==> src/rtl/hic_pkg.sv <==
// Shared types and constants for the heartbeat interval classifier.
`timescale 1ns / 1ps

package hic_pkg;

   // Field widths
   localparam int SAMPLE_WIDTH = 12;
   localparam int RATE_WIDTH   = 14;
   localparam int STATUS_WIDTH = 3;
   localparam int IVAL_WIDTH   = 16;
   localparam int CFG_WIDTH    = 12;
   localparam int CSR_DATA_WIDTH = 32;
   localparam int CSR_ADDR_WIDTH = 3;

   // Serial divider: the scale fits in 16 bits, one quotient bit per step
   localparam int SCALE_WIDTH = 16;
   localparam int QUO_STEPS   = 16;
   localparam int STEP_WIDTH  = 4;

   // Three-rate average: sum of three saturated rates, times ceil(2^17/3)
   localparam int SUM_WIDTH   = 16;
   localparam int PROD_WIDTH  = 32;
   localparam int RECIP_SHIFT = 17;
   localparam logic [SUM_WIDTH-1:0] RECIP_THIRD = 16'hAAAB;

   localparam logic [RATE_WIDTH-1:0] RATE_MAX = 14'h3FFF;

   // Band limits in beats per minute
   localparam logic [RATE_WIDTH-1:0] BAND_LOW_MIN  = 14'd30;
   localparam logic [RATE_WIDTH-1:0] BAND_OK_MIN   = 14'd45;
   localparam logic [RATE_WIDTH-1:0] BAND_HIGH_MIN = 14'd80;
   localparam logic [RATE_WIDTH-1:0] BAND_VHIGH_MIN = 14'd100;

   // Rate status codes
   localparam logic [STATUS_WIDTH-1:0] STATUS_VERY_LOW  = 3'd0;
   localparam logic [STATUS_WIDTH-1:0] STATUS_LOW       = 3'd1;
   localparam logic [STATUS_WIDTH-1:0] STATUS_OK        = 3'd2;
   localparam logic [STATUS_WIDTH-1:0] STATUS_HIGH      = 3'd3;
   localparam logic [STATUS_WIDTH-1:0] STATUS_VERY_HIGH = 3'd4;
   localparam logic [STATUS_WIDTH-1:0] STATUS_SKIPPED   = 3'd5;

   // Request kinds
   localparam logic REQ_SAMPLE = 1'b0;
   localparam logic REQ_CLEAR  = 1'b1;

   // Register indexes (word index taken from the address)
   localparam logic REG_THRESHOLD = 1'b0;
   localparam logic REG_MARGIN    = 1'b1;

   localparam logic [CFG_WIDTH-1:0] THRESHOLD_RESET = 12'd2650;
   localparam logic [CFG_WIDTH-1:0] MARGIN_RESET    = 12'd100;

   // Controller to datapath commands
   typedef struct packed {
      logic accept;     // take the request transaction
      logic div_step;   // advance the divider by one quotient bit
      logic sum_load;   // saturate the rate and form the three-rate sum
      logic prod_load;  // multiply the sum by the reciprocal of three
      logic finish;     // load the result register and shift rate history
   } ctrl_cmd_type;

   // Datapath to controller status
   typedef struct packed {
      logic beat;       // the offered sample fires the trigger
      logic div_last;   // divider is on its final step
   } dp_status_type;

endpackage

==> src/rtl/hic_csr.sv <==
// Configuration register file: beat threshold and re-arm margin.
`timescale 1ns / 1ps

module hic_csr (
   input  logic                                clock,
   input  logic                                reset,
   input  logic                                csr_psel,
   input  logic                                csr_penable,
   input  logic                                csr_pwrite,
   input  logic [hic_pkg::CSR_ADDR_WIDTH-1:0]  csr_paddr,
   input  logic [hic_pkg::CSR_DATA_WIDTH-1:0]  csr_pwdata,
   output logic [hic_pkg::CSR_DATA_WIDTH-1:0]  csr_prdata,
   output logic                                csr_pready,
   output logic [hic_pkg::CFG_WIDTH-1:0]       threshold,
   output logic [hic_pkg::CFG_WIDTH-1:0]       margin
);

   logic [hic_pkg::CFG_WIDTH-1:0] threshold_ff, threshold_in;
   logic [hic_pkg::CFG_WIDTH-1:0] margin_ff, margin_in;
   logic                          wr_en;
   logic                          reg_sel;

   assign csr_pready = 1'b1;
   assign wr_en      = csr_psel & csr_penable & csr_pwrite & csr_pready;
   assign reg_sel    = csr_paddr[2];

   // Decode the write
   always_comb begin
      threshold_in = threshold_ff;
      margin_in    = margin_ff;
      if (wr_en) begin
         case (reg_sel)
            hic_pkg::REG_THRESHOLD: threshold_in = csr_pwdata[hic_pkg::CFG_WIDTH-1:0];
            hic_pkg::REG_MARGIN:    margin_in    = csr_pwdata[hic_pkg::CFG_WIDTH-1:0];
            default: ;
         endcase
      end
   end

   always_ff @(posedge clock) begin
      if (reset) begin
         threshold_ff <= hic_pkg::THRESHOLD_RESET;
         margin_ff    <= hic_pkg::MARGIN_RESET;
      end else begin
         threshold_ff <= threshold_in;
         margin_ff    <= margin_in;
      end
   end

   // Read back the selected register
   always_comb begin
      case (reg_sel)
         hic_pkg::REG_THRESHOLD:
            csr_prdata = hic_pkg::CSR_DATA_WIDTH'(threshold_ff);
         hic_pkg::REG_MARGIN:
            csr_prdata = hic_pkg::CSR_DATA_WIDTH'(margin_ff);
         default:
            csr_prdata = '0;
      endcase
   end

   assign threshold = threshold_ff;
   assign margin    = margin_ff;

endmodule

==> src/rtl/hic_ctrl.sv <==
// Controller state machine: sequences beat processing and owns the result valid.
`timescale 1ns / 1ps

module hic_ctrl (
   input  logic                   clock,
   input  logic                   reset,
   input  logic                   req_tvalid,
   output logic                   req_tready,
   input  logic                   req_kind,
   output logic                   rsp_tvalid,
   input  logic                   rsp_tready,
   output hic_pkg::ctrl_cmd_type  cmd,
   input  hic_pkg::dp_status_type status
);

   typedef enum logic [4:0] {
      ST_IDLE   = 5'b00001,
      ST_DIVIDE = 5'b00010,
      ST_SUM    = 5'b00100,
      ST_MULT   = 5'b01000,
      ST_FINISH = 5'b10000
   } state_type;

   state_type state_ff, state_in;
   logic      rsp_valid_ff, rsp_valid_in;
   logic      accept;
   logic      out_free;

   assign req_tready = (state_ff == ST_IDLE);
   assign accept     = req_tvalid & req_tready;
   assign out_free   = ~rsp_valid_ff | rsp_tready;

   // Next state and commands
   always_comb begin
      state_in      = state_ff;
      cmd           = '0;
      cmd.accept    = accept;
      case (state_ff)
         ST_IDLE: begin
            if (accept && (req_kind == hic_pkg::REQ_SAMPLE) && status.beat) begin
               state_in = ST_DIVIDE;
            end
         end
         ST_DIVIDE: begin
            cmd.div_step = 1'b1;
            if (status.div_last) begin
               state_in = ST_SUM;
            end
         end
         ST_SUM: begin
            cmd.sum_load = 1'b1;
            state_in     = ST_MULT;
         end
         ST_MULT: begin
            cmd.prod_load = 1'b1;
            state_in      = ST_FINISH;
         end
         ST_FINISH: begin
            // hold until the result register can take the new transaction
            if (out_free) begin
               cmd.finish = 1'b1;
               state_in   = ST_IDLE;
            end
         end
         default: begin
            state_in = ST_IDLE;
         end
      endcase
   end

   // Result valid: set on load, drop when taken
   always_comb begin
      rsp_valid_in = rsp_valid_ff;
      if (cmd.finish) begin
         rsp_valid_in = 1'b1;
      end else if (rsp_tready) begin
         rsp_valid_in = 1'b0;
      end
   end

   always_ff @(posedge clock) begin
      if (reset) begin
         state_ff     <= ST_IDLE;
         rsp_valid_ff <= 1'b0;
      end else begin
         state_ff     <= state_in;
         rsp_valid_ff <= rsp_valid_in;
      end
   end

   assign rsp_tvalid = rsp_valid_ff;

endmodule

==> src/rtl/hic_dp.sv <==
// Datapath: trigger, tick counter, histories, serial divider, average and result register.
`timescale 1ns / 1ps

module hic_dp #(
   parameter int TICK_WIDTH = 16,
   parameter int RATE_SCALE = 12000
) (
   input  logic                                clock,
   input  logic                                reset,
   input  hic_pkg::ctrl_cmd_type               cmd,
   output hic_pkg::dp_status_type              status,
   input  logic                                req_kind,
   input  logic [hic_pkg::SAMPLE_WIDTH-1:0]    sample,
   input  logic [hic_pkg::CFG_WIDTH-1:0]       threshold,
   input  logic [hic_pkg::CFG_WIDTH-1:0]       margin,
   output logic [hic_pkg::RATE_WIDTH-1:0]      instant_rate,
   output logic [hic_pkg::RATE_WIDTH-1:0]      average_rate,
   output logic [hic_pkg::STATUS_WIDTH-1:0]    rate_status,
   output logic [hic_pkg::IVAL_WIDTH-1:0]      interval_ticks
);

   localparam int TW = TICK_WIDTH;
   localparam int RW = hic_pkg::RATE_WIDTH;
   localparam int IW = hic_pkg::IVAL_WIDTH;
   localparam int QW = hic_pkg::SCALE_WIDTH;
   localparam int SW = hic_pkg::SUM_WIDTH;
   localparam int PW = hic_pkg::PROD_WIDTH;
   localparam int CW = hic_pkg::CFG_WIDTH;
   localparam logic [QW-1:0] SCALE_VEC = QW'(RATE_SCALE);
   localparam logic [hic_pkg::STEP_WIDTH-1:0] STEP_LAST =
      hic_pkg::STEP_WIDTH'(hic_pkg::QUO_STEPS - 1);

   // Control state
   logic                          fired_ff, fired_in;
   logic                          skip_ff, skip_in;
   logic [TW-1:0]                 tick_ff, tick_in;
   logic [hic_pkg::STEP_WIDTH-1:0] step_ff, step_in;

   // Payload state
   logic [TW-1:0] hist0_ff, hist0_in;
   logic [TW-1:0] hist1_ff, hist1_in;
   logic [RW-1:0] rhist0_ff, rhist0_in;
   logic [RW-1:0] rhist1_ff, rhist1_in;
   logic [TW-1:0] ticks_ff, ticks_in;
   logic [TW-1:0] rem_ff, rem_in;
   logic [QW-1:0] dvd_ff, dvd_in;
   logic [QW-1:0] quo_ff, quo_in;
   logic [RW-1:0] rate_ff, rate_in;
   logic [SW-1:0] sum_ff, sum_in;
   logic [PW-1:0] prod_ff, prod_in;
   logic [RW-1:0] out_rate_ff, out_rate_in;
   logic [RW-1:0] out_avg_ff, out_avg_in;
   logic [hic_pkg::STATUS_WIDTH-1:0] out_status_ff, out_status_in;
   logic [IW-1:0] out_ival_ff, out_ival_in;

   // Combinational helpers
   logic          is_sample;
   logic          beat;
   logic          rearm;
   logic [TW-1:0] tick_inc;
   logic [TW+3:0] five_ticks;
   logic [TW+3:0] nine_hist0;
   logic [TW+3:0] nine_hist1;
   logic          skip_hit;
   logic [TW:0]   rem_shift;
   logic [TW:0]   rem_diff;
   logic          quo_bit;
   logic [RW-1:0] rate_sat;
   logic [hic_pkg::STATUS_WIDTH-1:0] band;
   logic [IW-1:0] ival_sat;
   logic [CW:0]   rearm_sum;

   assign is_sample = (req_kind == hic_pkg::REQ_SAMPLE);

   // Trigger with hysteresis
   assign beat      = ~fired_ff & (sample > threshold);
   assign rearm_sum = {1'b0, sample} + {1'b0, margin};
   assign rearm     = fired_ff & (rearm_sum < {1'b0, threshold});

   // Saturating tick count, this sample included
   assign tick_inc = (&tick_ff) ? tick_ff : tick_ff + TW'(1);

   // Skipped-beat test: 5 * interval >= 9 * each of the two earlier intervals
   assign five_ticks = ({4'b0, tick_inc} << 2) + {4'b0, tick_inc};
   assign nine_hist0 = ({4'b0, hist0_ff} << 3) + {4'b0, hist0_ff};
   assign nine_hist1 = ({4'b0, hist1_ff} << 3) + {4'b0, hist1_ff};
   assign skip_hit   = (five_ticks >= nine_hist0) & (five_ticks >= nine_hist1);

   // One restoring-division step
   assign rem_shift = {rem_ff, dvd_ff[QW-1]};
   assign rem_diff  = rem_shift - {1'b0, ticks_ff};
   assign quo_bit   = (rem_shift >= {1'b0, ticks_ff});

   // Saturate the quotient to the rate width
   assign rate_sat = (|quo_ff[QW-1:RW]) ? hic_pkg::RATE_MAX : quo_ff[RW-1:0];

   // Band of the registered rate
   always_comb begin
      if (rate_ff < hic_pkg::BAND_LOW_MIN) begin
         band = hic_pkg::STATUS_VERY_LOW;
      end else if (rate_ff < hic_pkg::BAND_OK_MIN) begin
         band = hic_pkg::STATUS_LOW;
      end else if (rate_ff < hic_pkg::BAND_HIGH_MIN) begin
         band = hic_pkg::STATUS_OK;
      end else if (rate_ff < hic_pkg::BAND_VHIGH_MIN) begin
         band = hic_pkg::STATUS_HIGH;
      end else begin
         band = hic_pkg::STATUS_VERY_HIGH;
      end
   end

   // Interval as reported, saturated to the field width
   if (TW > IW) begin : g_ival_sat
      assign ival_sat = (|ticks_ff[TW-1:IW]) ? {IW{1'b1}} : ticks_ff[IW-1:0];
   end else begin : g_ival_ext
      assign ival_sat = IW'(ticks_ff);
   end

   // Next-state logic
   always_comb begin
      fired_in      = fired_ff;
      skip_in       = skip_ff;
      tick_in       = tick_ff;
      step_in       = step_ff;
      hist0_in      = hist0_ff;
      hist1_in      = hist1_ff;
      rhist0_in     = rhist0_ff;
      rhist1_in     = rhist1_ff;
      ticks_in      = ticks_ff;
      rem_in        = rem_ff;
      dvd_in        = dvd_ff;
      quo_in        = quo_ff;
      rate_in       = rate_ff;
      sum_in        = sum_ff;
      prod_in       = prod_ff;
      out_rate_in   = out_rate_ff;
      out_avg_in    = out_avg_ff;
      out_status_in = out_status_ff;
      out_ival_in   = out_ival_ff;

      // Take a request transaction
      if (cmd.accept) begin
         if (!is_sample) begin
            skip_in = 1'b0;
         end else if (beat) begin
            fired_in = 1'b1;
            tick_in  = '0;
            if (skip_hit) begin
               skip_in = 1'b1;
            end
            hist0_in = hist1_ff;
            hist1_in = tick_inc;
            ticks_in = tick_inc;
            rem_in   = '0;
            dvd_in   = SCALE_VEC;
            quo_in   = '0;
            step_in  = '0;
         end else begin
            tick_in = tick_inc;
            if (rearm) begin
               fired_in = 1'b0;
            end
         end
      end

      // Advance the divider
      if (cmd.div_step) begin
         rem_in  = quo_bit ? rem_diff[TW-1:0] : rem_shift[TW-1:0];
         quo_in  = {quo_ff[QW-2:0], quo_bit};
         dvd_in  = dvd_ff << 1;
         step_in = step_ff + hic_pkg::STEP_WIDTH'(1);
      end

      // Saturate the rate and sum the last three rates
      if (cmd.sum_load) begin
         rate_in = rate_sat;
         sum_in  = SW'(rhist0_ff) + SW'(rhist1_ff) + SW'(rate_sat);
      end

      // Divide by three through the reciprocal
      if (cmd.prod_load) begin
         prod_in = sum_ff * hic_pkg::RECIP_THIRD;
      end

      // Load the result and shift the rate history
      if (cmd.finish) begin
         out_rate_in   = rate_ff;
         out_avg_in    = prod_ff[hic_pkg::RECIP_SHIFT +: RW];
         out_status_in = skip_ff ? hic_pkg::STATUS_SKIPPED : band;
         out_ival_in   = ival_sat;
         rhist0_in     = rhist1_ff;
         rhist1_in     = rate_ff;
      end
   end

   always_ff @(posedge clock) begin
      if (reset) begin
         fired_ff  <= 1'b0;
         skip_ff   <= 1'b0;
         tick_ff   <= '0;
         step_ff   <= '0;
         hist0_ff  <= '0;
         hist1_ff  <= '0;
         rhist0_ff <= '0;
         rhist1_ff <= '0;
      end else begin
         fired_ff  <= fired_in;
         skip_ff   <= skip_in;
         tick_ff   <= tick_in;
         step_ff   <= step_in;
         hist0_ff  <= hist0_in;
         hist1_ff  <= hist1_in;
         rhist0_ff <= rhist0_in;
         rhist1_ff <= rhist1_in;
      end
   end

   always_ff @(posedge clock) begin
      ticks_ff      <= ticks_in;
      rem_ff        <= rem_in;
      dvd_ff        <= dvd_in;
      quo_ff        <= quo_in;
      rate_ff       <= rate_in;
      sum_ff        <= sum_in;
      prod_ff       <= prod_in;
      out_rate_ff   <= out_rate_in;
      out_avg_ff    <= out_avg_in;
      out_status_ff <= out_status_in;
      out_ival_ff   <= out_ival_in;
   end

   assign status.beat     = beat;
   assign status.div_last = (step_ff == STEP_LAST);

   assign instant_rate   = out_rate_ff;
   assign average_rate   = out_avg_ff;
   assign rate_status    = out_status_ff;
   assign interval_ticks = out_ival_ff;

endmodule

==> src/rtl/heartbeat_interval_classifier.sv <==
// Top level of the heartbeat interval classifier.
`timescale 1ns / 1ps

// Takes one pulse-sensor sample per request transaction (req_tuser = 0) or a
// clear of the sticky skipped-beat status (req_tuser = 1). A sample that is not
// a beat, and a clear, give no result. A beat holds off the next request until
// it is done: it is accepted, then the bit-serial divider forms RATE_SCALE /
// interval (one quotient bit per cycle), then comes the three-rate sum, then the
// reciprocal multiply that divides it by three, and last the load of the result
// register; that last step waits while an earlier result is still unread. The
// result register lets the block accept further samples while a result waits
// on rsp_tready.
// Registers: beat_threshold at byte address 0, rearm_margin at byte address 4.
module heartbeat_interval_classifier #(
   parameter int TICK_WIDTH = 16,
   parameter int RATE_SCALE = 12000
) (
   input  logic                                clock,
   input  logic                                reset,
   // request channel
   input  logic                                req_tvalid,
   output logic                                req_tready,
   input  logic [15:0]                         req_tdata,   // [11:0] sample, [15:12] zero
   input  logic [0:0]                          req_tuser,   // [0] req_type
   // result channel
   output logic                                rsp_tvalid,
   input  logic                                rsp_tready,
   // [13:0] instant_rate, [27:14] average_rate, [30:28] rate_status,
   // [46:31] interval_ticks, [47] zero
   output logic [47:0]                         rsp_tdata,
   // configuration port
   input  logic                                csr_psel,
   input  logic                                csr_penable,
   input  logic                                csr_pwrite,
   input  logic [hic_pkg::CSR_ADDR_WIDTH-1:0]  csr_paddr,
   input  logic [hic_pkg::CSR_DATA_WIDTH-1:0]  csr_pwdata,
   output logic [hic_pkg::CSR_DATA_WIDTH-1:0]  csr_prdata,
   output logic                                csr_pready
);

   hic_pkg::ctrl_cmd_type                cmd;
   hic_pkg::dp_status_type               status;
   logic [hic_pkg::CFG_WIDTH-1:0]        threshold;
   logic [hic_pkg::CFG_WIDTH-1:0]        margin;
   logic [hic_pkg::RATE_WIDTH-1:0]       instant_rate;
   logic [hic_pkg::RATE_WIDTH-1:0]       average_rate;
   logic [hic_pkg::STATUS_WIDTH-1:0]     rate_status;
   logic [hic_pkg::IVAL_WIDTH-1:0]       interval_ticks;

   hic_csr u_csr (
      .clock       (clock),
      .reset       (reset),
      .csr_psel    (csr_psel),
      .csr_penable (csr_penable),
      .csr_pwrite  (csr_pwrite),
      .csr_paddr   (csr_paddr),
      .csr_pwdata  (csr_pwdata),
      .csr_prdata  (csr_prdata),
      .csr_pready  (csr_pready),
      .threshold   (threshold),
      .margin      (margin)
   );

   hic_ctrl u_ctrl (
      .clock      (clock),
      .reset      (reset),
      .req_tvalid (req_tvalid),
      .req_tready (req_tready),
      .req_kind   (req_tuser[0]),
      .rsp_tvalid (rsp_tvalid),
      .rsp_tready (rsp_tready),
      .cmd        (cmd),
      .status     (status)
   );

   hic_dp #(
      .TICK_WIDTH (TICK_WIDTH),
      .RATE_SCALE (RATE_SCALE)
   ) u_dp (
      .clock          (clock),
      .reset          (reset),
      .cmd            (cmd),
      .status         (status),
      .req_kind       (req_tuser[0]),
      .sample         (req_tdata[hic_pkg::SAMPLE_WIDTH-1:0]),
      .threshold      (threshold),
      .margin         (margin),
      .instant_rate   (instant_rate),
      .average_rate   (average_rate),
      .rate_status    (rate_status),
      .interval_ticks (interval_ticks)
   );

   // Pack the result fields, lowest first
   assign rsp_tdata = {1'b0, interval_ticks, rate_status, average_rate, instant_rate};

endmodule
==> config.mk <==
export PLATFORM = sky130hd
export DESIGN_NAME = heartbeat_interval_classifier
export DESIGN_NICKNAME = d
export VERILOG_FILES = /design/src/rtl/hic_pkg.sv /design/src/rtl/hic_csr.sv /design/src/rtl/hic_ctrl.sv /design/src/rtl/hic_dp.sv /design/src/rtl/heartbeat_interval_classifier.sv
export SDC_FILE = /design/constraint.sdc
export NUM_CORES = 1
export LEC_CHECK = 0
export BUFFER_PORTS_ARGS = -buffer_cell sky130_fd_sc_hd__buf_2
export CAP_MARGIN = 20
export CORE_ASPECT_RATIO = 0.6
export CORE_MARGIN = 8
export CORE_UTILIZATION = 30
export CTS_BUF_LIST = sky130_fd_sc_hd__clkbuf_4 sky130_fd_sc_hd__clkbuf_8
export DETAILED_ROUTE_END_ITERATION = 8
export GPL_TIMING_DRIVEN = 1
export PLACE_DENSITY_LB_ADDON = 0.1
export SYNTH_ARGS = -nofsm -noshare
export SYNTH_HDL_FRONTEND = slang
export SYNTH_SLANG_ARGS = --single-unit
export TNS_END_PERCENT = 50
==> constraint.sdc <==
create_clock -name clock -period 12.3 [get_ports clock]
set_input_delay 1.845 -clock clock [delete_from_list [all_inputs] [get_ports clock]]
set_output_delay 1.845 -clock clock [all_outputs]
set_load 0.1 [all_outputs]
==> impl_results.md <==
- Mux cell area share after synthesis: 0.0153
- Synth Area in Simple Gates: 0.133
- Antenna Nets Post-Route: 0
- Max_cap viols: 0
- Power density over cell area: about 100 nW/um2
- Synth Instances: 2031
- Final critical-path required period: 6.55 ns
- Crit path arrival time: about 7.1 ns
- Ys async rst share: 0
- Crit path kind: register to register
- Switching power: 668 uW
- Yosys top cell area share: 0.230
- H-tree Lvls: 2
- LEAKAGE: around 9.7 nW
- Max Freq: around 150 MHz
- Yosys reg bits: between 200 and 300
- Pin count of the biggest net entering global routing: between 60 and 70
- Die height: between 200 and 250 um
- Worst Path Required: roughly 13 ns
- Post-synth top area cell: edfxtp_1
- Crit Path Max Fanout: 15
- Post-CTS Resized: 0
- Worst-skew pair later-pin latency: between 0.6 and 0.7 ns
- Detailed Route Iter0 Violations: roughly 800
- Post-Synth XOR/XNOR Area: 0.0492
- Total wire length: between 50000 and 60000 um
- Global-route wire length before repair: ~85000 um
- DR DRC count: 0
- Min-Delay Path Class: register to register
- Core box area: about 64000 um2
- Complex-gate fraction of the synthesized area: 0.123
- Syn Std Cell Area: roughly 20000 um2
- Max VDD drop: approximately 0.000055 V
- Post-DP HPWL: roughly 40000 um
- Least-Margin Pin Slew: 1.03 ns
- Post-Syn Area per Cell: between 9 and 10 um2
- CTS Sinks: 262
- Routability congestion estimate: 0.837
- Cell area after layout: around 22000 um2
- Final setup viols: 0
- Fill cells: 6566
- Clock Path Buffers: 3
- Drt pass-1 iters: 5
- Worst-path clk slew: 0.07 ns
- Hold-fix buffers at CTS: 0
- Post-synth EDFFs: 150
- Chip width: 346 um
- Reg power frac: 0.436
- Final worst-path cycle share: 0.533
- Rows: between 70 and 80
- Int Pwr: roughly 1.6 mW
- Final #Nets: 2554
- Post-synthesis sequential area ratio: 0.345
- Initial Utilization: 0.304
- Total gr overflow: 0
- Slew Viols, Final: 0
- Post-synth cell types: between 60 and 70
- Initial antenna violation count: 0
- Slew margin rel.: 0.312
- Main flop type after synthesis: edfxtp_1
- Final Hold Viols: 0
- Total number of vias: between 10k and 15k
- Sw Share: 0.298
- DR vias/cell: about 4.8
- Die ar.: ~74000 um2
- Largest cells by area after synthesis: edfxtp_1, ha_1, dfxtp_1
- CP Launch Type: register
- Fraction of power consumed by the clock network: 0.410
- Ant. Diodes: 0
- Setup Buffers After CTS: 0
- RSZ-0062 raised after global routing: false
- Most common cell after layout, fill and taps aside: ha_1
- Most frequent cells in the layout: ha_1, inv_1, nand2_1, a21oi_1, edfxtp_1
- Final Skew: between 0.03 and 0.04 ns
- PortBufs: just over 90
- Layout cells sized above 1: 0.0964
- Root buffer cell: clkbuf_8
- P&R area growth vs syn: 12.1%
- Comb power frac: 0.153
- Internal reg-to-reg setup slack: ~5.7 ns
- Status: completed
- WL/cell: about 18 um
- DP Area: ~21000 um2
- Largest family of logic cells by synthesized area: adder cells
- Sum Neg Setup Slack: 0 ns
- Yosys warning count: 0
- Io pins: around 140
- CTS buffer count: 47
- Setup crit end kind: register
- Vias in the first global route: about 14k
- GRT Total Usage: 0.145
- CTS tree: built
- Synth Area in Adders: 0.269
final cells by class:
class	count	area, um2	share of cell area
clock buffers	68	848	0.0387
clock inverters	20	170	0.00777
inverters	239	898	0.0410
multi-input cells	1473	11600	0.531
flip-flops and latches	262	6750	0.308
well taps	851	1060	0.0486
repair buffers	105	558	0.0255
through the flow:
stage                     cells  total power [mW]  setup WS, ns  utilization  hold WS, ns
after floorplan            2051              1.25          6.12            -        0.400
after global placement     2930              1.33          5.74        0.324        0.411
after detailed placement   2930              1.34          5.80        0.324        0.406
after CTS                  3018              2.29          5.76        0.340        0.422
after global routing       3018              2.36          5.12        0.340        0.426
final                      3018              2.24          5.75        0.340        0.419
registers in the layout, indices dropped and copies added, names as in the netlist, 16 cells and up:
name and flops:
u_dp.hist1_ff 16, u_dp.quo_ff 16, u_dp.ival_sat 16, u_dp.rem_ff 16
u_dp.interval_ticks 16, u_dp.sum_ff 16, u_dp.hist0_ff 16, u_dp.tick_ff 16
critical path, stage by stage, from the launching register on:
cell and delay, ns:
dfxtp_1 0.73, nand4_1 0.33, or4_1 0.76, nand4_1 0.36
xnor2_1 0.24, ha_1 0.28, a211oi_1 0.09, a311oi_1 0.44
a221oi_2 0.11, a21boi_1 0.22, a311o_1 0.31, nand2_1 0.09
a211oi_1 0.59, ha_1 0.27, or4_1 0.14, nor2_1 0.06
a211o_1 0.29, a2111oi_0 0.42, o21ai_0 0.28, o31ai_1 0.27
o211a_1 0.18
cell usage after synthesis, types with 8 or more instances:
cell,count
ha_1,280
inv_1,239
nand2_1,218
a21oi_1,160
edfxtp_1,150
nor2_1,122
dfxtp_1,112
fa_1,87
xnor2_1,73
o21ai_0,56
a21o_1,49
clkbuf_1,48
nand3_1,39
nor3_1,37
xor2_1,35
and2_1,26
o21bai_1,25
buf_4,23
mux2i_1,22
nand4_1,20
or3_1,20
nor2b_1,17
o21a_1,16
nand2b_1,15
a211oi_1,13
and3_1,12
o211ai_1,8
worst paths after layout:
kind / from / end / cells past startpoint
min: u_dp.prod_ff[28] / u_dp.average_rate[11] / 0
min reg2reg: u_dp.prod_ff[28] / u_dp.average_rate[11] / 0
max: u_dp.tick_ff[7] / u_dp.skip_ff / 20
max reg2reg: u_dp.tick_ff[7] / u_dp.skip_ff / 20
power groups by stage:
stage | combinational [mW] | sequential [mW] | clock, mW
global placement | 0.339 | 0.995 | 0
floorplan | 0.266 | 0.984 | 0
CTS | 0.347 | 0.976 | 0.964
finish | 0.344 | 0.976 | 0.918
global route | 0.381 | 0.979 | 1.00
detailed placement | 0.345 | 0.995 | 0
routing by layer:
metal / share of wire / up-vias / track usage
li1: - / 7188 / -
met1: 0.60 / 6819 / 0.246
met2: 0.34 / 280 / 0.181
met3: 0.048 / 57 / 0.0266
met4: 0.013 / 0 / 0.0281
met5: 0 / - / 0
cells by family after synthesis:
group	count (synthesis)
multiplexers	29
adder cells (fa/ha/maj)	368
buffers and inverters	316
XOR/XNOR	109
other	2
AO/OA/AOI/OAI	386
AND/OR/NAND/NOR	559
flip-flops	262
No activity file was read; power rests on OpenSTA's default activity.
